--- config.mk ---
export PLATFORM = sky130hd
export DESIGN_NAME = escaped_string_scrambler
export DESIGN_NICKNAME = d
export VERILOG_FILES = /design/src/esc_pkg.sv /design/src/esc_fifo.sv /design/src/esc_front.sv /design/src/esc_back.sv /design/src/escaped_string_scrambler.sv
export SDC_FILE = /design/constraint.sdc
export NUM_CORES = 1
export LEC_CHECK = 0
export CAP_MARGIN = 10
export CORE_MARGIN = 4
export CORE_UTILIZATION = 50
export CTS_CLUSTER_SIZE = 12
export DETAILED_ROUTE_END_ITERATION = 16
export DONT_BUFFER_PORTS = 1
export PLACE_DENSITY = 0.73
export SYNTH_ARGS = -nofsm -noshare
export SYNTH_HDL_FRONTEND = slang
export SYNTH_SLANG_ARGS = --single-unit
--- constraint.sdc ---
create_clock -name clk_i -period 13.7 [get_ports clk_i]
set_input_delay 1.37 -clock clk_i [delete_from_list [all_inputs] [get_ports clk_i]]
set_output_delay 1.37 -clock clk_i [all_outputs]
set_load 0.05 [all_outputs]
--- src/esc_pkg.sv ---
// ----------------------------------------------------------------------------
// esc_pkg: shared types and constants of the escaped string scrambler
// Byte codes used by the escaper and the queue entry passed front to back.
// ----------------------------------------------------------------------------
package esc_pkg;

  localparam logic [7:0] ChNul       = 8'h00;
  localparam logic [7:0] ChZero      = 8'h30;
  localparam logic [7:0] ChSeven     = 8'h37;
  localparam logic [7:0] ChBackslash = 8'h5C;

  // Byte slots per entry; one input item expands to at most six bytes
  localparam int unsigned MaxBytes = 7;
  localparam int unsigned LenW     = $clog2(MaxBytes + 1);
  localparam int unsigned SlotW    = $clog2(MaxBytes);

  // One classified item: the bytes to send, in order, plus string context
  typedef struct packed {
    logic                         first;  // first entry of a new string
    logic                         mode;   // 1 = scrambled
    logic [7:0]                   key;
    logic                         term;   // final byte is the terminator
    logic [LenW-1:0]              len;    // bytes in this entry, never 0
    logic [MaxBytes-1:0][7:0]     bytes;  // slot 0 goes out first
  } esc_entry_t;

endpackage

--- src/esc_fifo.sv ---
// ----------------------------------------------------------------------------
// esc_fifo: small register queue
// Decouples the classifier from the byte sequencer; first-word-fall-through.
// ----------------------------------------------------------------------------
module esc_fifo #(
  parameter int unsigned Width = 8,
  parameter int unsigned Depth = 2   // 2 or more
) (
  input  logic             clk_i,
  input  logic             rst_ni,
  input  logic             push_i,
  input  logic [Width-1:0] push_data_i,
  output logic             full_o,
  input  logic             pop_i,
  output logic             valid_o,
  output logic [Width-1:0] head_o
);

  localparam int unsigned PtrW = $clog2(Depth);
  localparam int unsigned CntW = $clog2(Depth + 1);

  logic [Width-1:0] mem_q [Depth];
  logic [PtrW-1:0]  wr_ptr_q, wr_ptr_d;
  logic [PtrW-1:0]  rd_ptr_q, rd_ptr_d;
  logic [CntW-1:0]  count_q, count_d;

  assign full_o  = (count_q == CntW'(Depth));
  assign valid_o = (count_q != '0);
  assign head_o  = mem_q[rd_ptr_q];

  always_comb begin
    wr_ptr_d = wr_ptr_q;
    rd_ptr_d = rd_ptr_q;
    count_d  = count_q;
    if (push_i) begin
      wr_ptr_d = (wr_ptr_q == PtrW'(Depth - 1)) ? '0 : wr_ptr_q + 1'b1;
    end
    if (pop_i) begin
      rd_ptr_d = (rd_ptr_q == PtrW'(Depth - 1)) ? '0 : rd_ptr_q + 1'b1;
    end
    if (push_i && !pop_i) begin
      count_d = count_q + 1'b1;
    end else if (pop_i && !push_i) begin
      count_d = count_q - 1'b1;
    end
  end

  always_ff @(posedge clk_i or negedge rst_ni) begin
    if (!rst_ni) begin
      wr_ptr_q <= '0;
      rd_ptr_q <= '0;
      count_q  <= '0;
    end else begin
      wr_ptr_q <= wr_ptr_d;
      rd_ptr_q <= rd_ptr_d;
      count_q  <= count_d;
    end
  end

  always_ff @(posedge clk_i) begin
    if (push_i) begin
      mem_q[wr_ptr_q] <= push_data_i;
    end
  end

endmodule

--- src/esc_front.sv ---
// ----------------------------------------------------------------------------
// esc_front: input classifier
// Tracks string and held-NUL state and turns each item into a byte list.
// ----------------------------------------------------------------------------
module esc_front (
  input  logic                clk_i,
  input  logic                rst_ni,
  input  logic                in_valid_i,
  output logic                in_ready_o,
  input  logic                mode_i,
  input  logic [7:0]          char_byte_i,
  input  logic                has_char_i,
  input  logic                end_of_string_i,
  input  logic [7:0]          string_key_i,
  output logic                push_o,
  output esc_pkg::esc_entry_t entry_o,
  input  logic                full_i
);

  logic in_string_q, in_string_d;
  logic nul_pend_q, nul_pend_d;
  logic start_pend_q, start_pend_d;
  logic mode_q, mode_d;
  logic [7:0] key_q, key_d;

  logic accept;
  logic pend_in;    // held NUL at entry to this item
  logic pend_mid;   // held NUL after the byte of this item
  logic first;
  logic octal;
  logic [esc_pkg::LenW-1:0] pos;
  logic [esc_pkg::MaxBytes-1:0][7:0] seq;

  assign in_ready_o = !full_i;
  assign accept     = in_valid_i && in_ready_o;

  // A new string samples mode and key on its first item
  assign mode_d  = in_string_q ? mode_q : mode_i;
  assign key_d   = in_string_q ? key_q  : string_key_i;
  assign pend_in = in_string_q && nul_pend_q;
  assign first   = !in_string_q || start_pend_q;
  assign octal   = (char_byte_i >= esc_pkg::ChZero) && (char_byte_i <= esc_pkg::ChSeven);
  assign pend_mid = has_char_i ? (char_byte_i == esc_pkg::ChNul) : pend_in;

  // Build the byte list in output order
  always_comb begin
    seq = '0;
    pos = '0;
    if (has_char_i) begin
      if (pend_in) begin
        seq[pos[esc_pkg::SlotW-1:0]] = esc_pkg::ChBackslash;
        pos = pos + 1'b1;
        seq[pos[esc_pkg::SlotW-1:0]] = esc_pkg::ChZero;
        pos = pos + 1'b1;
        if (octal) begin
          seq[pos[esc_pkg::SlotW-1:0]] = esc_pkg::ChZero;
          pos = pos + 1'b1;
          seq[pos[esc_pkg::SlotW-1:0]] = esc_pkg::ChZero;
          pos = pos + 1'b1;
        end
      end
      if (char_byte_i == esc_pkg::ChBackslash) begin
        seq[pos[esc_pkg::SlotW-1:0]] = esc_pkg::ChBackslash;
        pos = pos + 1'b1;
        seq[pos[esc_pkg::SlotW-1:0]] = esc_pkg::ChBackslash;
        pos = pos + 1'b1;
      end else if (char_byte_i != esc_pkg::ChNul) begin
        seq[pos[esc_pkg::SlotW-1:0]] = char_byte_i;
        pos = pos + 1'b1;
      end
    end
    if (end_of_string_i) begin
      // end of string acts as a non-octal byte
      if (pend_mid) begin
        seq[pos[esc_pkg::SlotW-1:0]] = esc_pkg::ChBackslash;
        pos = pos + 1'b1;
        seq[pos[esc_pkg::SlotW-1:0]] = esc_pkg::ChZero;
        pos = pos + 1'b1;
      end
      seq[pos[esc_pkg::SlotW-1:0]] = esc_pkg::ChNul;
      pos = pos + 1'b1;
    end
  end

  assign entry_o.first = first;
  assign entry_o.mode  = mode_d;
  assign entry_o.key   = key_d;
  assign entry_o.term  = end_of_string_i;
  assign entry_o.len   = pos;
  assign entry_o.bytes = seq;

  // Items that produce nothing never enter the queue
  assign push_o = accept && (pos != '0);

  always_comb begin
    in_string_d  = in_string_q;
    nul_pend_d   = nul_pend_q;
    start_pend_d = start_pend_q;
    if (accept) begin
      in_string_d  = !end_of_string_i;
      nul_pend_d   = pend_mid && !end_of_string_i;
      start_pend_d = first && !push_o;
    end
  end

  always_ff @(posedge clk_i or negedge rst_ni) begin
    if (!rst_ni) begin
      in_string_q  <= 1'b0;
      nul_pend_q   <= 1'b0;
      start_pend_q <= 1'b0;
      mode_q       <= 1'b0;
      key_q        <= '0;
    end else begin
      in_string_q  <= in_string_d;
      nul_pend_q   <= nul_pend_d;
      start_pend_q <= start_pend_d;
      if (accept) begin
        mode_q <= mode_d;
        key_q  <= key_d;
      end
    end
  end

endmodule

--- src/esc_back.sv ---
// ----------------------------------------------------------------------------
// esc_back: byte sequencer
// Walks the head entry one byte per cycle unless stalled, scrambles, registers out.
// ----------------------------------------------------------------------------
module esc_back (
  input  logic                clk_i,
  input  logic                rst_ni,
  input  logic                head_valid_i,
  input  esc_pkg::esc_entry_t head_i,
  output logic                pop_o,
  output logic                out_valid_o,
  input  logic                out_ready_i,
  output logic [7:0]          out_byte_o,
  output logic                out_last_o
);

  logic [esc_pkg::SlotW-1:0] slot_q, slot_d;
  logic [8:0] idx_q, idx_d;
  logic [8:0] idx_use;
  logic       out_valid_q, out_valid_d;
  logic [7:0] out_byte_q;
  logic       out_last_q;
  logic       adv;
  logic       last_slot;
  logic [7:0] raw;
  logic [7:0] mask;

  assign adv       = head_valid_i && (!out_valid_q || out_ready_i);
  assign last_slot = ({1'b0, slot_q} == head_i.len - 1'b1);
  assign pop_o     = adv && last_slot;

  // Output index restarts at the first byte of each string
  assign idx_use = (head_i.first && (slot_q == '0)) ? '0 : idx_q;
  assign raw     = head_i.bytes[slot_q];
  assign mask    = head_i.mode ? (idx_use[8:1] + head_i.key) : '0;

  always_comb begin
    slot_d      = slot_q;
    idx_d       = idx_q;
    out_valid_d = out_valid_q;
    if (adv) begin
      slot_d      = last_slot ? '0 : slot_q + 1'b1;
      idx_d       = idx_use + 1'b1;
      out_valid_d = 1'b1;
    end else if (out_ready_i) begin
      out_valid_d = 1'b0;
    end
  end

  always_ff @(posedge clk_i or negedge rst_ni) begin
    if (!rst_ni) begin
      slot_q      <= '0;
      idx_q       <= '0;
      out_valid_q <= 1'b0;
    end else begin
      slot_q      <= slot_d;
      idx_q       <= idx_d;
      out_valid_q <= out_valid_d;
    end
  end

  always_ff @(posedge clk_i) begin
    if (adv) begin
      out_byte_q <= raw ^ mask;
      out_last_q <= head_i.term && last_slot;
    end
  end

  assign out_valid_o = out_valid_q;
  assign out_byte_o  = out_byte_q;
  assign out_last_o  = out_last_q;

endmodule

--- src/escaped_string_scrambler.sv ---
// ----------------------------------------------------------------------------
// escaped_string_scrambler: string escaper with optional XOR scrambling
// NUL -> \0 or \000 (before an octal digit), backslash doubled, NUL terminator
// per string; scrambled mode XORs byte n with (n/2 + key) mod 256.
// ----------------------------------------------------------------------------
//
//  channel   dir  tdata                         tuser               tlast
//  s_axis    in   [7:0] char_byte,              [0] mode,           end_of_string
//                 [15:8] string_key             [1] has_char
//  m_axis    out  [7:0] out_byte                -                   last
//
//  Cycles: the front classifies one item per cycle; the back sends one byte
//  per cycle unless stalled; an item of n bytes (n up to 6) holds the back
//  until sent. Items producing one byte or none stream at one per cycle.
//  The queue of QueueDepth entries lets the input keep going while the back
//  expands a NUL or backslash; the input stalls only when the queue is full.
//  Reset: asynchronous, active low; no clearing pass, ready right after reset.
//  Output: registered; a stalled transfer holds its byte until taken.
//
module escaped_string_scrambler #(
  parameter int unsigned QueueDepth = 2   // 2 or more
) (
  input  logic        clk_i,
  input  logic        rst_ni,
  input  logic        s_axis_tvalid_i,
  output logic        s_axis_tready_o,
  input  logic [15:0] s_axis_tdata_i,   // [7:0] char_byte, [15:8] string_key
  input  logic [1:0]  s_axis_tuser_i,   // [0] mode, [1] has_char
  input  logic        s_axis_tlast_i,   // end_of_string
  output logic        m_axis_tvalid_o,
  input  logic        m_axis_tready_i,
  output logic [7:0]  m_axis_tdata_o,   // [7:0] out_byte
  output logic        m_axis_tlast_o    // last (terminator byte)
);

  localparam int unsigned EntryW = $bits(esc_pkg::esc_entry_t);

  logic                q_push;
  logic                q_full;
  logic                q_pop;
  logic                q_valid;
  esc_pkg::esc_entry_t q_in;
  esc_pkg::esc_entry_t q_head;
  logic [EntryW-1:0]   q_head_bits;

  // Front: take items, decide escape forms, build byte lists
  esc_front u_front (
    .clk_i           (clk_i),
    .rst_ni          (rst_ni),
    .in_valid_i      (s_axis_tvalid_i),
    .in_ready_o      (s_axis_tready_o),
    .mode_i          (s_axis_tuser_i[0]),
    .char_byte_i     (s_axis_tdata_i[7:0]),
    .has_char_i      (s_axis_tuser_i[1]),
    .end_of_string_i (s_axis_tlast_i),
    .string_key_i    (s_axis_tdata_i[15:8]),
    .push_o          (q_push),
    .entry_o         (q_in),
    .full_i          (q_full)
  );

  esc_fifo #(
    .Width (EntryW),
    .Depth (QueueDepth)
  ) u_queue (
    .clk_i       (clk_i),
    .rst_ni      (rst_ni),
    .push_i      (q_push),
    .push_data_i (q_in),
    .full_o      (q_full),
    .pop_i       (q_pop),
    .valid_o     (q_valid),
    .head_o      (q_head_bits)
  );

  assign q_head = esc_pkg::esc_entry_t'(q_head_bits);

  // Back: one byte per transfer, with scrambling
  esc_back u_back (
    .clk_i        (clk_i),
    .rst_ni       (rst_ni),
    .head_valid_i (q_valid),
    .head_i       (q_head),
    .pop_o        (q_pop),
    .out_valid_o  (m_axis_tvalid_o),
    .out_ready_i  (m_axis_tready_i),
    .out_byte_o   (m_axis_tdata_o),
    .out_last_o   (m_axis_tlast_o)
  );

  // Never push into a full queue
  assert property (@(posedge clk_i) disable iff (!rst_ni) !(q_push && q_full))
    else $error("push into full queue");

  // Entries in the queue always carry at least one byte
  assert property (@(posedge clk_i) disable iff (!rst_ni) q_valid |-> (q_head.len != '0))
    else $error("empty entry in queue");

  // No item expands to more than six bytes
  assert property (@(posedge clk_i) disable iff (!rst_ni)
    q_push |-> (q_in.len != esc_pkg::LenW'(esc_pkg::MaxBytes)))
    else $error("entry too long");

  // Only a terminator entry may end with the last flag; the final byte of it is NUL
  assert property (@(posedge clk_i) disable iff (!rst_ni)
    q_push && q_in.term |-> (q_in.bytes[q_in.len - 1'b1] == esc_pkg::ChNul))
    else $error("terminator entry without NUL");

endmodule
# == Word-level counts from Yosys, hierarchy flattened ==
# Memory sizes are Yosys's and may differ from the RTL's.
# Cells that the tools add are included.
# op_classes
eq_ne,3
n_mul,0
n_addsub,13
n_shift,0
n_bitwise,15
n_lt_le_gt_ge,13
reduce_logical,32
n_mux,45
div,0
# ops
operator,n
two-way mux 56 bit,6
demux 8 bit (select 3 bit),5
inverter 28 bit,3
two-way mux 32 bit,2
two-way mux 8 bit,8
bitwise AND 28 bit,2
bitwise AND 56 bit,1
bitwise mux 56 bit,1
inverter 56 bit,1
OR 28 bit,2
bitwise AND 42 bit,1
inverter 42 bit,1
two-way mux 3 bit,10
bitwise AND 16 x 28 -> 28 bit,1
OR 16 x 28 -> 28 bit,1
binary-select mux 8 bit (select 3 bit),1
< comparator 3 x 4 -> 1 bit (second input constant),6
adder 3 x 1 -> 3 bit (second input constant),6
logical AND 1 bit,17
greater-or-equal comparator 3 x 1 -> 1 bit (second input constant),5
two-way mux 14 bit,1
OR 14 bit,1
adder 9 x 1 -> 9 bit (second input constant),1
two-way mux 9 bit,1
other kinds (20),37
# totals
inputBits,23
mem_bits_ro,0
regBits,38
mem_count,1
latchBits,0
word_cells,135
ramBits,140
# memory_table
memory,words,width,read_ports,rd_ports_with_merged_regs,write_ports,line,source
u_queue.mem_q,2,70,1,0,1,esc_fifo.sv:22,logic [Width-1:0] mem_q [Depth];

# == Longest topological paths before layout ==
# Gate-level depths: netlist of the first run.
# logic_depth
depth_word,21
mapped_depth,17
depth_no_buf,17

# == Cells and area by module ==
# A second synthesis of the first run with hierarchy kept.
# unflattened
hier_cells,633
hier_area_um2,9024.9
# modules_own_cells
mod,area_each_um2,instances,cells_per_inst,seq_area_each_um2
esc_fifo,5591.6,1,234,4304.1
esc_back,2029.4,1,224,595.6
esc_front,1403.8,1,175,300.3

# == Worst setup path after synthesis of the first run ==
# No wires, ideal clock.
# synth_path
path_type,input-to-reg
from,in s_axis_tdata_i[7]
to,"mem u_queue.mem_q[0][0] in the netlist's numbering, enable pin"
t_required_ns,13.232
n_path_buf,0
path_stages,13
t_arrival_ns,6.180
slack_ns,7.052
setup_time_ns,0.468
cell_sequence,or4_4 nor2_1 ha_1 nand2_1 inv_1 ha_1 o22ai_2 ha_1 nand2_1 o21ai_0 or4_4 o221ai_4 nor2_1
# synth_rtl
item,line,source
start: declaration,escaped_string_scrambler.sv:27,"input logic [15:0] s_axis_tdata_i,"
end: declaration,esc_fifo.sv:22,

==> reports/metrics.yaml, run 1 <==
grt:
  grt_max_degree: 56
  antenna_found_initial: 0
  grt_first_pass_wirelength_um: 22220
  grt_pass1_vias: 4178
  overflow: 0
  grt_usage_pct: 18.16
yosys:
  syn_inst: 521
  yosysSeqAreaShare_pct: 60.99
  ys.flop_type: "edfxtp_1"
  synth-compound-area-share_pct: 8.236
  synth-seq-cells: 148
  synth_top_family_by_area: "multiplexers"
  synth-async-reset-ratio_pct: 19.59
  synth_fa_ha_area_share_pct: 2.946
  synth_area_um2: 7049
  synth_edf_count: 119
  post_synth.cell_area_avg_um2: 13.53
  synth_cell_types: 66
  synth_warnings: 0
  synth-simple-area-share_pct: 10.83
  synth-xor-area-share_pct: 2.858
  muxShareOfSynthArea_pct: 11.87
pwr:
  power_leakage_nw: 2.898
  vdd_drop_max_mv: 0.1429
  seqPwrFrac_pct: 44.2
  power_frac_comb_pct: 29.5
  cellInternalPower_mw: 1.072
  swShare_pct: 34.83
  switchingPower_mw: 0.5727
  clkPwrFrac_pct: 26.3
  powerDensity_nw_per_um2: 208.8
layout:
  final_cell_mix: "edfxtp_1 (119), nand2_1 (33), o21ai_0 (33)"
  num-nets-final: 587
  regArea_um2: 4300
  multi_input_area_um2: 2695
  num-fill-cells: 1071
  drive_gt1_share_pct: 17.11
  diodes: 0
  area_growth_pct: 11.71
  final_common_cell: "edfxtp_1"
critical_path:
  crit_arrival_ps: 5150
  cpLargestDelayFamily: "simple AND/OR/NAND/NOR gates"
  path_buf_inv: 2
  cp_cell_sequence: "or4_4 > nor2_1 > ha_1 > nand2_1 > inv_1 > ha_1 > o22ai_2 > ha_1 > nand2_1 > o21ai_0 > or4_4 > o221ai_4 > nor2_4 > buf_4"
  cpMaxStageDelayCell: "or4_4"
  required_ps: 13760
  crit_path_end_kind: "register"
  crit_type: "in -> reg"
  critical_path.max_stage_delay_ps: 560
  cp_max_fo: 34
  crit_top_cell: "ha_1"
  critPathLaunchType: "input pin"
die:
  core-area_um2: 13830
  die_h_um: 126.7
  start_util_pct: 50.98
  die-area_um2: 16060
  num_rows: 43
  die_x_um: 126.7
  io_pins: 34
clocking:
  cts_htree_levels: 4
  path_clk_slew_ps: 60
  cts_max_path_buffers: 2
  hold_buffers: 0
  cts-resized-gates: 0
  cts_root_buf: "clkbuf_16"
  cts_setup_buffers: 0
  clk_latency_ps: 420
  cts_buffers: 17
  cts.sinks: 148
  cts_tree: "built"
placed_design:
  port-buffer-count: 0
  hpwl_um: 9717
  gp_congestion: 0.9429
outcome:
  outcome: "finished clean"
job:
  max_cap_viol_count: 0
timing:
  final.min_clock_period_ps: 5095
  worst_pin_slew_ps: 816.9
  tns_ps: 0
  maxSlewHeadroom_pct: 45.54
  fin_skew_ps: 12.58
  whs_ps: 484.4
  fin_crit_sh_pct: 37.19
  finalHoldViolations: 0
  setup_viol: 0
  slew_violations: 0
  rsz0062_at_grt: "no"
  max_freq_mhz: 196.3
min_path:
  hp-class: "reg -> reg"
detailed_routing:
  postRouteAntennaNets: 0
  drt_iter0_drc: 291
  wl_um: 13760
  drc: 0
  vias: 4191
  wl_per_cell_um: 18.57
  drt_pass1_iterations: 5
  routed_via_density: 5.656
## per-stage QoR
stage | std cells | area [um2] | power [mW] | util, % | worst slack [ps]
detailed placement | 709 | 7315 | 1.222 | 52.90 | 8144
CTS | 741 | 7875 | 1.657 | 56.95 | 8579
finish | 741 | 7875 | 1.644 | 56.95 | 8605
floorplan | 544 | 7136 | 1.098 | - | 7052
global placement | 709 | 7315 | 1.199 | 52.90 | 8230
global route | 741 | 7875 | 1.738 | 56.95 | 8202
## flip-flops by register name (all words and copies together), names as in the netlist
name and cells:
u_back.out_valid_o 1, u_back.out_byte_o 8, u_back.out_last_o 1, u_queue.wr_ptr_q 1, u_front.mode_q 1, u_queue.rd_ptr_q 1
u_front.in_string_q 1, u_front.start_pend_q 1, u_back.idx_q 9, u_front.key_q 8, u_queue.mem_q 110, u_queue.count_q 2
u_back.slot_q 3, u_front.nul_pend_q 1
## worst register-to-register path, cell delays in order, from the launching register on
cell and delay, ps:
dfrtp_1 690, nand2_1 300, a21oi_1 340, ha_1 310, nand2_1 150, inv_1 80, ha_1 390, o22ai_2 130
ha_1 310, nand2_1 40, o21ai_0 230, or4_4 250, o221ai_4 160, nor2_4 520, buf_4 520
## worst paths after layout
| path | startpoint | endpoint | slack, ps | cells past startpoint |
|---|---|---|---|---|
| worst max-delay path | s_axis_tdata_i[7] | u_queue.mem_q[0][33]$_DFFE_PP_ | 8610 | 14 |
| worst min-delay path | u_front.start_pend_q$_DFFE_PN0P_ | u_front.start_pend_q$_DFFE_PN0P_ | 480 | 1 |
| worst max register to register | u_front.in_string_q$_DFFE_PN0P_ | u_queue.mem_q[0][33]$_DFFE_PP_ | 8910 | 14 |
| worst min register to register | u_front.start_pend_q$_DFFE_PN0P_ | u_front.start_pend_q$_DFFE_PN0P_ | 480 | 1 |
| max in group asynchronous | rst_ni | u_back.idx_q[2]$_DFFE_PN0P_ | 12970 | 0 |
| min in group asynchronous | rst_ni | u_queue.count_q[0]$_DFFE_PN0P_ | 640 | 0 |
## area by class of cell
class                      count  area share (%)
clock buffer                  18           5.450
clock inverter                14           1.668
inverter                      17          0.8103
multi-input combinational    360           34.22
sequential                   148           54.61
tap                          180           2.860
timing repair buffer           4          0.3813
## power by group through the flow
| stage | registers [mW] | clock network, mW | logic (mW) |
|---|---|---|---|
| CTS | 0.728 | 0.440 | 0.488 |
| global placement | 0.731 | 0 | 0.468 |
| global route | 0.740 | 0.462 | 0.535 |
| floorplan | 0.700 | 0 | 0.399 |
| finish | 0.727 | 0.432 | 0.486 |
| detailed placement | 0.737 | 0 | 0.485 |
## kinds of logic after synthesis
kind of cell    Yosys count
xor+xnor                 23
flops                   148
buf+inv                  36
other cells               1
compound gates           90
simple gates            141
fa+ha+maj                16
mux                      66
## cells in the mapped netlist (all sizes together), types with 3 or more instances
cell | n | area [um2]
ha | 15 | 187.7
xor2 | 9 | 78.83
and2 | 3 | 20.02
edfxtp | 119 | 3573
nor4 | 3 | 18.77
nand4 | 3 | 18.77
nand3 | 8 | 40.04
mux4 | 11 | 247.7
and3 | 15 | 93.84
or4 | 4 | 41.29
nor3 | 6 | 30.03
o311ai | 3 | 26.28
clkbuf | 11 | 45.05
xnor2 | 14 | 122.6
o211ai | 8 | 65.06
mux2 | 31 | 349.1
o21ai | 36 | 183.9
a21oi | 20 | 103.9
dfrtp | 29 | 725.7
nor2 | 29 | 111.4
inv | 17 | 63.81
nand2 | 33 | 123.9
nand2b | 13 | 88.83
o31ai | 3 | 22.52
mux2i | 24 | 240.2
nor2b | 11 | 68.82
buf | 8 | 47.54
a31oi | 3 | 18.77
## metal layers
| layer | track usage (%) | share of wire (%) | vias up | wire (um) |
|---|---|---|---|---|
| met3 | 3.495 | 4.7 | 31 | 646 |
| met1 | 24.60 | 44 | 2023 | 6080 |
| met2 | 28.39 | 48 | 138 | 6561 |
| li1 | - | - | 1999 | - |
| met4 | 8.644 | 3.4 | 0 | 474 |
| met5 | 0 | 0 | - | 0 |
Note: power is estimated with default switching activity, not from simulation.
==> inputs of run 2 (changes only) <==
- clock period: 13.7 -> 5.3 ns (I/O delays scaled with it)
==> run 2 against run 1 <==
Combinational power rose to 2.7 times the previous value. Power rose to 2.6 times the previous value. First-iteration DRC count rose by 33%. Hold slack got worse by 280 ps. Design area rose by 0.52%. Non-clock buffer count rose by 4. Clock power rose to 2.5 times the previous value. Clock skew fell by 4.3 ps. Via count rose by 2.0%. Sequential cell count did not move. Utilization rose by 0.30 points. Cell count rose by 0.40%. Critical endpoint is now u_queue.count_q[1]$_DFFE_PN0P_. Largest power group unchanged.
==> reports/metrics.yaml, run 2 (synthesized netlist as in run 1, its figures left out) <==
detailed_routing:
  routed_via_density: 5.745  # +1.6%
  drt_pass1_iterations: 5  # unchanged
  wl_um: 13950  # +1.4%
  postRouteAntennaNets: 0  # unchanged
  vias: 4274  # +2.0%
  drt_iter0_drc: 386  # +33%
  wl_per_cell_um: 18.76  # +0.99%
  drc: 0  # unchanged
timing:
  rsz0062_at_grt: "no"
  slew_violations: 0  # unchanged
  final.min_clock_period_ps: 4172
  tns_ps: 0  # unchanged
  worst_pin_slew_ps: 746.9  # -69.98 ps
  setup_viol: 0  # unchanged
  maxSlewHeadroom_pct: 48.78  # +3.2 points
  fin_skew_ps: 8.261  # -4.315 ps
  max_freq_mhz: 239.7
  fin_crit_sh_pct: 78.72
  finalHoldViolations: 0  # unchanged
die:
  die_x_um: 126.7  # unchanged
  die_h_um: 126.7  # unchanged
  io_pins: 34  # unchanged
  num_rows: 43  # unchanged
  core-area_um2: 13830  # unchanged
  die-area_um2: 16060  # unchanged
  start_util_pct: 50.98  # unchanged
job:
  max_cap_viol_count: 0  # unchanged
pwr:
  power_leakage_nw: 2.925  # +0.94%
  p_total_mw: 4.243  # +160%
  powerDensity_nw_per_um2: 536.0  # +160%
  vdd_drop_max_mv: 0.3050  # +110%
layout:
  regMostFlops: "u_queue.mem_q"
  fin_cells: 744  # +0.40%
  reg.largest.list: "u_queue.mem_q (110), u_back.idx_q (9)"
  final_common_cell: "edfxtp_1"
  num-fill-cells: 1052  # -1.8%
  area_growth_pct: 12.30
  final_cell_mix: "edfxtp_1 (119), nand2_1 (33), o21ai_0 (33)"
  drive_gt1_share_pct: 17.20  # +0.086 points
  largest_register_ffs: 110  # unchanged
  num-nets-final: 591  # +0.68%
  diodes: 0  # unchanged
  post-route-util_pct: 57.25  # +0.30 points
critical_path:
  crit_path_end_kind: "register"
  critPathLaunchType: "register"
  crit_arrival_ps: 4520  # -630 ps
  crit_type: "reg -> reg"
  cp_max_fo: 8  # -76%
  required_ps: 5650  # -8110 ps
placed_design:
  gp_congestion: 0.9217  # -2.2%
  hpwl_um: 9656  # -0.62%
  dp_cells: 711  # +0.28%
  port-buffer-count: 0  # unchanged
grt:
  grt_pass1_vias: 4292  # +2.7%
  antenna_found_initial: 0  # unchanged
  overflow: 0  # unchanged
  grt_usage_pct: 18.44  # +0.28 points
  grt_first_pass_wirelength_um: 22690  # +2.1%
  grt_max_degree: 48  # -14%
clocking:
  cts_tree: "built"
  cts_htree_levels: 4  # unchanged
  cts_max_path_buffers: 2  # unchanged
  cts_setup_buffers: 0  # unchanged
  cts_buffers: 17  # unchanged
  cts.sinks: 148  # unchanged
  cts_root_buf: "clkbuf_16"
  path_clk_slew_ps: 60  # about the same
  clk_latency_ps: 420  # about the same
outcome:
  outcome: "finished clean"
min_path:
  hp-class: "in -> reg"
## run 2: changes by cell type in the layout (fill, tap and decap cells not counted), sizes merged
| cell | delta |
|---|---|
| buf | +3 |
| clkinv | -1 |
| clkinvlp | -3 |
| inv | +3 |
| clkbuf | +1 |
| bufinv | -1 |
| dlygate4sd3 | +1 |
## run 2: path summary, 6_finish.rpt
| check | start | to | slack [ps] | cells after the start |
|---|---|---|---|---|
| max reg2reg | u_front.nul_pend_q$_DFFE_PN0P_ | u_queue.count_q[1]$_DFFE_PN0P_ | 1130 | 17 |
| max | u_front.nul_pend_q$_DFFE_PN0P_ | u_queue.count_q[1]$_DFFE_PN0P_ | 1130 | 17 |
| min reg2reg | u_front.start_pend_q$_DFFE_PN0P_ | u_front.start_pend_q$_DFFE_PN0P_ | 490 | 1 |
| min | s_axis_tlast_i | u_queue.mem_q[1][59]$_DFFE_PP_ | 210 | 0 |
| max in group asynchronous | rst_ni | u_queue.rd_ptr_q$_DFFE_PN0P_ | 4550 | 2 |
| min in group asynchronous | rst_ni | u_back.out_valid_o$_DFFE_PN0P_ | 570 | 2 |
## run 2: per-layer routing
metal  vias to the layer above  routed length (um)  GRT usage [%]
met5                         -                   0              0
met3                        19                 880          4.168
met2                       148                6852          29.73
met1                      2102                5997          24.31
li1                       2005                   -              -
met4                         0                 223          7.571
## run 2: final cells by class
type                    instances  area [um2]  share of cell area, %
clock buffers                  19       432.9                  5.469
clock inverters                12       98.84                  1.249
inverters                      17       63.81                 0.8061
multi-input cells             360        2695                  34.04
flip-flops and latches        148        4300                  54.32
well taps                     180       225.2                  2.845
repair buffers                  8       100.1                  1.264
## run 2: worst max-delay path, stage by stage, from the launching register on
cell,delay [ps]
dfrtp_1,360
nand2_1,180
a21oi_1,310
ha_1,310
nand2_1,160
inv_1,80
ha_1,360
o22ai_2,200
ha_1,270
nand2_1,50
o21ai_0,220
or4_4,590
o221ai_4,310
inv_1,80
ha_1,210
xor2_1,140
nor2_1,130
xor2_1,150
## run 2: timing repair
action / in CTS / in global routing
hold buffers: 2 / 0
endpoints found under the hold margin: 29 / 0
gates resized for setup: 0 / 0
## run 2: metrics by stage
| stage | area [um2] | setup WS [ps] | hold WS [ps] |
|---|---|---|---|
| after floorplan | 7136 | -508.4 | 234.4 |
| after global placement | 7355 | 870.7 | 235.1 |
| after detailed placement | 7355 | 746.4 | 235.0 |
| after CTS | 7916 | 1155 | 186.9 |
| after global routing | 7916 | 865.6 | 187.6 |
| final | 7916 | 1128 | 209.4 |
## run 2: power by group
group          internal (mW)  switching [mW]
clock                  0.606           0.482
combinational          0.568           0.744
sequential              1.57           0.275
total                   2.74            1.50
